$ cat src/sv/tccw_pkg.sv
// Shared constants, codes and controller/datapath interface types for the console cell writer.
package tccw_pkg;

    localparam int COLUMNS_DEF    = 80;
    localparam int ROWS_DEF       = 25;
    localparam int TAB_SPACES_DEF = 4;

    localparam int OP_W       = 2;
    localparam int CHAR_W     = 8;
    localparam int ADDR_IN_W  = 11;
    localparam int DATA_W     = 16;
    localparam int ROW_OUT_W  = 5;
    localparam int COL_OUT_W  = 7;
    localparam int POS_OUT_W  = 11;
    localparam int CFG_IDX_W  = 1;
    localparam int CFG_DATA_W = 8;

    localparam logic [OP_W-1:0] OP_PUT   = 2'd0;
    localparam logic [OP_W-1:0] OP_CLEAR = 2'd1;
    localparam logic [OP_W-1:0] OP_READ  = 2'd2;

    localparam logic [CHAR_W-1:0] CH_BS    = 8'd8;
    localparam logic [CHAR_W-1:0] CH_TAB   = 8'd9;
    localparam logic [CHAR_W-1:0] CH_NL    = 8'd10;
    localparam logic [CHAR_W-1:0] CH_CR    = 8'd13;
    localparam logic [CHAR_W-1:0] CH_SPACE = 8'h20;

    localparam logic [CFG_IDX_W-1:0] CFG_BLANK_COLOR = 1'b0;
    localparam logic [CFG_IDX_W-1:0] CFG_SPACE_COLOR = 1'b1;

    localparam logic [CFG_DATA_W-1:0] BLANK_COLOR_RST = 8'd7;
    localparam logic [CFG_DATA_W-1:0] SPACE_COLOR_RST = 8'd15;

    // Commands from the controller to the datapath
    typedef struct packed {
        logic load;
        logic idx_clr;
        logic init_fill;
        logic clr_fill;
        logic rd_prime;
        logic sweep_write;
        logic step_char;
        logic step_space;
        logic backspace;
        logic newline;
        logic carriage;
        logic home;
        logic finish;
    } t_dp_cmd;

    // Status from the datapath to the controller
    typedef struct packed {
        logic [OP_W-1:0] op;
        logic            is_nl;
        logic            is_cr;
        logic            is_bs;
        logic            is_tab;
        logic            col_zero;
        logic            step_scroll;
        logic            nl_scroll;
        logic            idx_last;
    } t_dp_stat;

endpackage

$ cat src/sv/tccw_ctrl.sv
// Controller state machine: sequences init fill, put, tab, clear, scroll and result strobe.
module tccw_ctrl import tccw_pkg::*; #(
    parameter int TAB_SPACES = TAB_SPACES_DEF
) (
    input  logic     i_clk,
    input  logic     i_rst_n,
    input  logic     start,
    output logic     busy,
    input  t_dp_stat i_stat,
    output t_dp_cmd  o_cmd
);

    localparam int TAB_W = $clog2(TAB_SPACES + 1);

    typedef enum logic [2:0] {
        ST_INIT,
        ST_IDLE,
        ST_EXEC,
        ST_TAB,
        ST_CLEAR,
        ST_PRIME,
        ST_SCROLL
    } t_state;

    t_state           r_state, n_state;
    logic [TAB_W-1:0] r_tab_left, n_tab_left;
    logic             r_busy;

    always_comb begin
        o_cmd      = '0;
        n_state    = r_state;
        n_tab_left = r_tab_left;
        case (r_state)
            ST_INIT: begin
                o_cmd.init_fill = 1'b1;
                if (i_stat.idx_last) begin
                    n_state = ST_IDLE;
                end
            end
            ST_IDLE: begin
                if (start) begin
                    o_cmd.load = 1'b1;
                    n_tab_left = '0;
                    n_state    = ST_EXEC;
                end
            end
            ST_EXEC: begin
                case (i_stat.op)
                    OP_PUT: begin
                        if (i_stat.is_nl) begin
                            o_cmd.newline = 1'b1;
                            if (i_stat.nl_scroll) begin
                                o_cmd.idx_clr = 1'b1;
                                n_state       = ST_PRIME;
                            end else begin
                                o_cmd.finish = 1'b1;
                                n_state      = ST_IDLE;
                            end
                        end else if (i_stat.is_cr) begin
                            o_cmd.carriage = 1'b1;
                            o_cmd.finish   = 1'b1;
                            n_state        = ST_IDLE;
                        end else if (i_stat.is_bs) begin
                            o_cmd.backspace = !i_stat.col_zero;
                            o_cmd.finish    = 1'b1;
                            n_state         = ST_IDLE;
                        end else if (i_stat.is_tab) begin
                            n_tab_left = TAB_W'(TAB_SPACES);
                            n_state    = ST_TAB;
                        end else begin
                            o_cmd.step_char = 1'b1;
                            if (i_stat.step_scroll) begin
                                o_cmd.idx_clr = 1'b1;
                                n_state       = ST_PRIME;
                            end else begin
                                o_cmd.finish = 1'b1;
                                n_state      = ST_IDLE;
                            end
                        end
                    end
                    OP_CLEAR: begin
                        n_state = ST_CLEAR;
                    end
                    OP_READ: begin
                        o_cmd.finish = 1'b1;
                        n_state      = ST_IDLE;
                    end
                    default: begin
                        o_cmd.finish = 1'b1;
                        n_state      = ST_IDLE;
                    end
                endcase
            end
            ST_TAB: begin
                o_cmd.step_space = 1'b1;
                n_tab_left       = r_tab_left - TAB_W'(1);
                if (i_stat.step_scroll) begin
                    o_cmd.idx_clr = 1'b1;
                    n_state       = ST_PRIME;
                end else if (r_tab_left == TAB_W'(1)) begin
                    o_cmd.finish = 1'b1;
                    n_state      = ST_IDLE;
                end
            end
            ST_CLEAR: begin
                o_cmd.clr_fill = 1'b1;
                if (i_stat.idx_last) begin
                    o_cmd.home   = 1'b1;
                    o_cmd.finish = 1'b1;
                    n_state      = ST_IDLE;
                end
            end
            ST_PRIME: begin
                o_cmd.rd_prime = 1'b1;
                n_state        = ST_SCROLL;
            end
            ST_SCROLL: begin
                o_cmd.sweep_write = 1'b1;
                if (i_stat.idx_last) begin
                    // resume a tab that wrapped into the scroll
                    if (r_tab_left != '0) begin
                        n_state = ST_TAB;
                    end else begin
                        o_cmd.finish = 1'b1;
                        n_state      = ST_IDLE;
                    end
                end
            end
            default: begin
                n_state = ST_IDLE;
            end
        endcase
    end

    always_ff @(posedge i_clk) begin
        if (!i_rst_n) begin
            r_state    <= ST_INIT;
            r_tab_left <= '0;
            r_busy     <= 1'b1;
        end else begin
            r_state    <= n_state;
            r_tab_left <= n_tab_left;
            r_busy     <= (n_state != ST_IDLE);
        end
    end

    assign busy = r_busy;

endmodule

$ cat config.mk
export PLATFORM = sky130hd
export DESIGN_NAME = tccw_ctrl
export DESIGN_NICKNAME = d
export VERILOG_FILES = /design/src/sv/tccw_pkg.sv /design/src/sv/tccw_ctrl.sv
export SDC_FILE = /design/constraint.sdc
export NUM_CORES = 1
export LEC_CHECK = 0
export CAP_MARGIN = 20
export CORE_MARGIN = 1.5
export CORE_UTILIZATION = 47
export DETAILED_ROUTE_END_ITERATION = 6
export DONT_BUFFER_PORTS = 1
export GPL_TIMING_DRIVEN = 0
export PLACE_DENSITY = 0.61
export SLEW_MARGIN = 20
export SYNTH_ARGS = -nofsm -noshare
export SYNTH_HDL_FRONTEND = slang
export SYNTH_SLANG_ARGS = --single-unit
export TNS_END_PERCENT = 30
$ cat constraint.sdc
create_clock -name i_clk -period 1.4 [get_ports i_clk]
set_clock_uncertainty 0.05 [all_clocks]
set_input_delay 0.14 -clock i_clk [delete_from_list [all_inputs] [get_ports i_clk]]
set_output_delay 0.14 -clock i_clk [all_outputs]
set_load 0.03 [all_outputs]
==> flow_metrics.tcl <==
set metrics [dict create \
    run_status "finished with violations" \
    violations "setup timing" \
    clkLatencyLatePin_ps 240 \
    die_x_um 39.1 \
    wl_mm 2.00 \
    final_layout_size_suffix_gt1_frac 0.511 \
    ir_worst_vdd_mv 0.586 \
    tns_ps -1200 \
    h-tree-depth 1 \
    maxSlewViolCount 0 \
    gr-total-overflow 0 \
    cp-start-kind "flip-flop" \
    fin_crit_sh 1.16 \
    synth.area.top_cells "dfxtp_1 (23%), ha_1 (6.1%), inv_1 (6.1%)" \
    max_stage_delay_ps 380 \
    synth_area_per_cell_um2 7.76 \
    first_global_vias 617 \
    clk_pin_slew_worst_paths_ps 50 \
    critical_path_class "reg -> out" \
    setup_ws_ps -218 \
    fill_cells 63 \
    cts_tree "yes" \
    synthesis.nets 95 \
    coreArea_um2 1160 \
    dp_hpwl_mm 1.11 \
    rsz0062_at_grt "true" \
    cts_root_buf "clkbuf_4" \
    yosysTopAreaCell "dfxtp_1" \
    synth-adder-area-share 0.0612 \
    worstPathMaxFanout 4 \
    num_rows 12 \
    synthMuxAreaShare 0.0163 \
    postRouteAntennaNets 0 \
    grt_pass1_wl_mm 2.62 \
    synth-simple-area-share 0.349 \
    leakage_nw 0.368 \
    grt_use_total 0.260 \
    tightestPinTransition_ps 483 \
    hold_class "in -> reg" \
    num_vias 683 \
    cts_buffers 3 \
    synth_top_area_share 0.229 \
    ys_warn_count 0 \
    die_area_um2 1530 \
    ioPinCount 27 \
    grt_max_degree 11 \
    synth_cells 79 \
    max-slew-margin-rel 0.674 \
    antenna_found_initial 0 \
    place.gp.congestion 0.776 \
    synth_seq_area_share 0.229 \
    r2r_start "r_tab_left[0]$_SDFFE_PN0P_" \
    synth_top_family_by_area "simple AND/OR/NAND/NOR gates" \
    synth_cell_types 32 \
    fin_crit_ps 1620 \
    setup_viol 12 \
    ys_seq_elements 7 \
    worstHoldStart "i_rst_n" \
    synth_xor_area_frac 0.0143 \
    io_buffers 0 \
    critPathArrivalTime_ps 1430 \
    power_density_nw_per_um2 580 \
    finalHoldViolations 0 \
    end_kind "primary output" \
    cpMostUsedCell "inv_1" \
    maxCapViolations 0 \
    required_ps 1210 \
    dieHeight_um 39.1 \
    syn2layout_area_growth_pct 63.1 \
    report.power.total_w 0.000580 \
    synth_compound_area_frac 0.253 \
    crit_chain "inv_1 -> ha_2 -> inv_1 -> o21ai_1 -> a31oi_2 -> o31ai_4" \
    vias_per_cell 6.32 \
    clockBufferDepth 2 \
    drtIter0Drc 13 \
    num-nets-final 111 \
    crit_path_start "r_tab_left[0]$_SDFFE_PN0P_" \
    wl_per_cell_um 18.5 \
    syn_area_um2 613 \
    start_util 0.530 \
    critPathSlowestCell "dfxtp_4" \
    max_freq_ghz 0.618 \
    drcViolationCount 0 \
    dr.pass1.iters 4 \
    cts_sinks 7 \
    diodes 0 \
]
-- cells by family (layout without fill, tap and decap cells) --
| kind of cell | after synthesis | after routing |
|---|---|---|
| AOI/OAI and AO/OA | 21 | 21 |
| xor gates and xnor gates | 1 | 1 |
| adders and majority gates | 3 | 3 |
| buffers and inverters | 12 | 27 |
| DFF | 7 | 7 |
| muxes | 1 | 1 |
| and+or+nand+nor | 34 | 34 |
-- report_power, final --
group | switching [W] | leakage, nW | internal [W]
clock network | 0.0000651 | 0.0150 | 0.000108
logic | 0.0000947 | 0.293 | 0.0000809
registers | 0.0000217 | 0.0603 | 0.000209
total | 0.000181 | 0.368 | 0.000398
-- worst max-delay path, delay by kind of cell (launching register included) --
kind,cells,cell delay (ps)
AO/OA/AOI/OAI,3,480
adder cells (fa/ha/maj),1,190
flip-flops,1,380
buffers and inverters,2,140
-- metrics by stage --
stage	cell area, µm²	std cells	hold WS [ps]	worst slack (ps)	util
floorplan	629	79	218	-205	-
global placement	647	93	220	-359	0.560
detailed placement	647	93	227	-361	0.560
CTS	947	108	3.54	-211	0.819
global route	1000	108	6.18	-297	0.865
finish	1000	108	11.1	-218	0.865
-- cell usage after synthesis --
library cell,count
o221a_1,1
a2111oi_2,1
buf_2,2
nand2_1,3
ha_1,3
nor2b_1,4
nor3_1,5
nor3b_1,3
nor2_1,5
a21boi_2,1
nor4bb_1,1
dfxtp_1,7
o21ai_0,2
nand4_1,2
a21boi_1,1
a2111o_1,1
mux2i_1,1
and3b_1,1
nand2b_1,6
a21oi_1,3
nor4_4,1
a22oi_1,1
xnor2_1,1
o32a_1,1
nor4_1,1
a31oi_1,1
nand3b_1,2
o21ai_1,5
a221oi_1,1
inv_1,10
o31ai_1,1
o311ai_0,1
-- worst paths after layout --
path                                                    to  slack [ps]  cells after the start
worst max-delay path                              o_cmd[0]        -220                      6
worst min-delay path            r_tab_left[1]$_SDFFE_PN0P_          10                      2
worst max register to register             busy$_SDFF_PN1_        -190                      6
worst min register to register  r_tab_left[1]$_SDFFE_PN0P_         410                      2
-- layer usage --
metal  global-route usage  up-vias  wire (µm)
met1                0.309      331        785
met3               0.0462        2        111
met4                0.147        0         10
met5                    0        -          0
li1                     -      319          -
met2                0.433       31       1090
-- area by class of cell --
class	count	area (µm²)	share of cell area
Timing Repair Buffer	11	90.1	0.0901
Tap cell	14	17.5	0.0175
Sequential cell	7	154	0.154
Multi-Input combinational cell	60	644	0.645
Clock buffer	4	26.3	0.0263
Inverter	10	45.0	0.0451
Buffer	2	22.5	0.0225
-- cells in the final DEF (no fill, tap or decap), types with 2 or more instances in the layout --
master | Yosys | routed
inv_1 | 10 | 8
buf_4 | 0 | 7
o21ai_1 | 5 | 5
buf_6 | 0 | 4
nand2b_1 | 6 | 3
nor3_4 | 0 | 3
a21oi_1 | 3 | 3
nor3b_4 | 0 | 3
clkbuf_4 | 0 | 3
dfxtp_4 | 0 | 3
nand2b_4 | 0 | 2
nor2_4 | 0 | 2
nor2_2 | 0 | 2
nand3b_1 | 2 | 2
nor4_4 | 1 | 2
nor3_1 | 5 | 2
nor2b_4 | 0 | 2
nand4_1 | 2 | 2
nand2_1 | 3 | 2
nor2b_1 | 4 | 2
dfxtp_1 | 7 | 2
dfxtp_2 | 0 | 2
-- what timing repair did --
action	in CTS	in global routing
gates cloned	1	0
hold endpoints to repair	6	0
hold buffers	1	0
pin swaps	8	4
setup buffers	9	0
setup endpoints to repair	16	14
gates resized for setup	49	10
-- flip-flops by register name, indices dropped and copies added, names as in the netlist --
| signal | flops |
|---|---|
| r_tab_left | 3 |
| r_state | 3 |
| busy | 1 |
No activity file was read; power rests on OpenSTA's default activity.
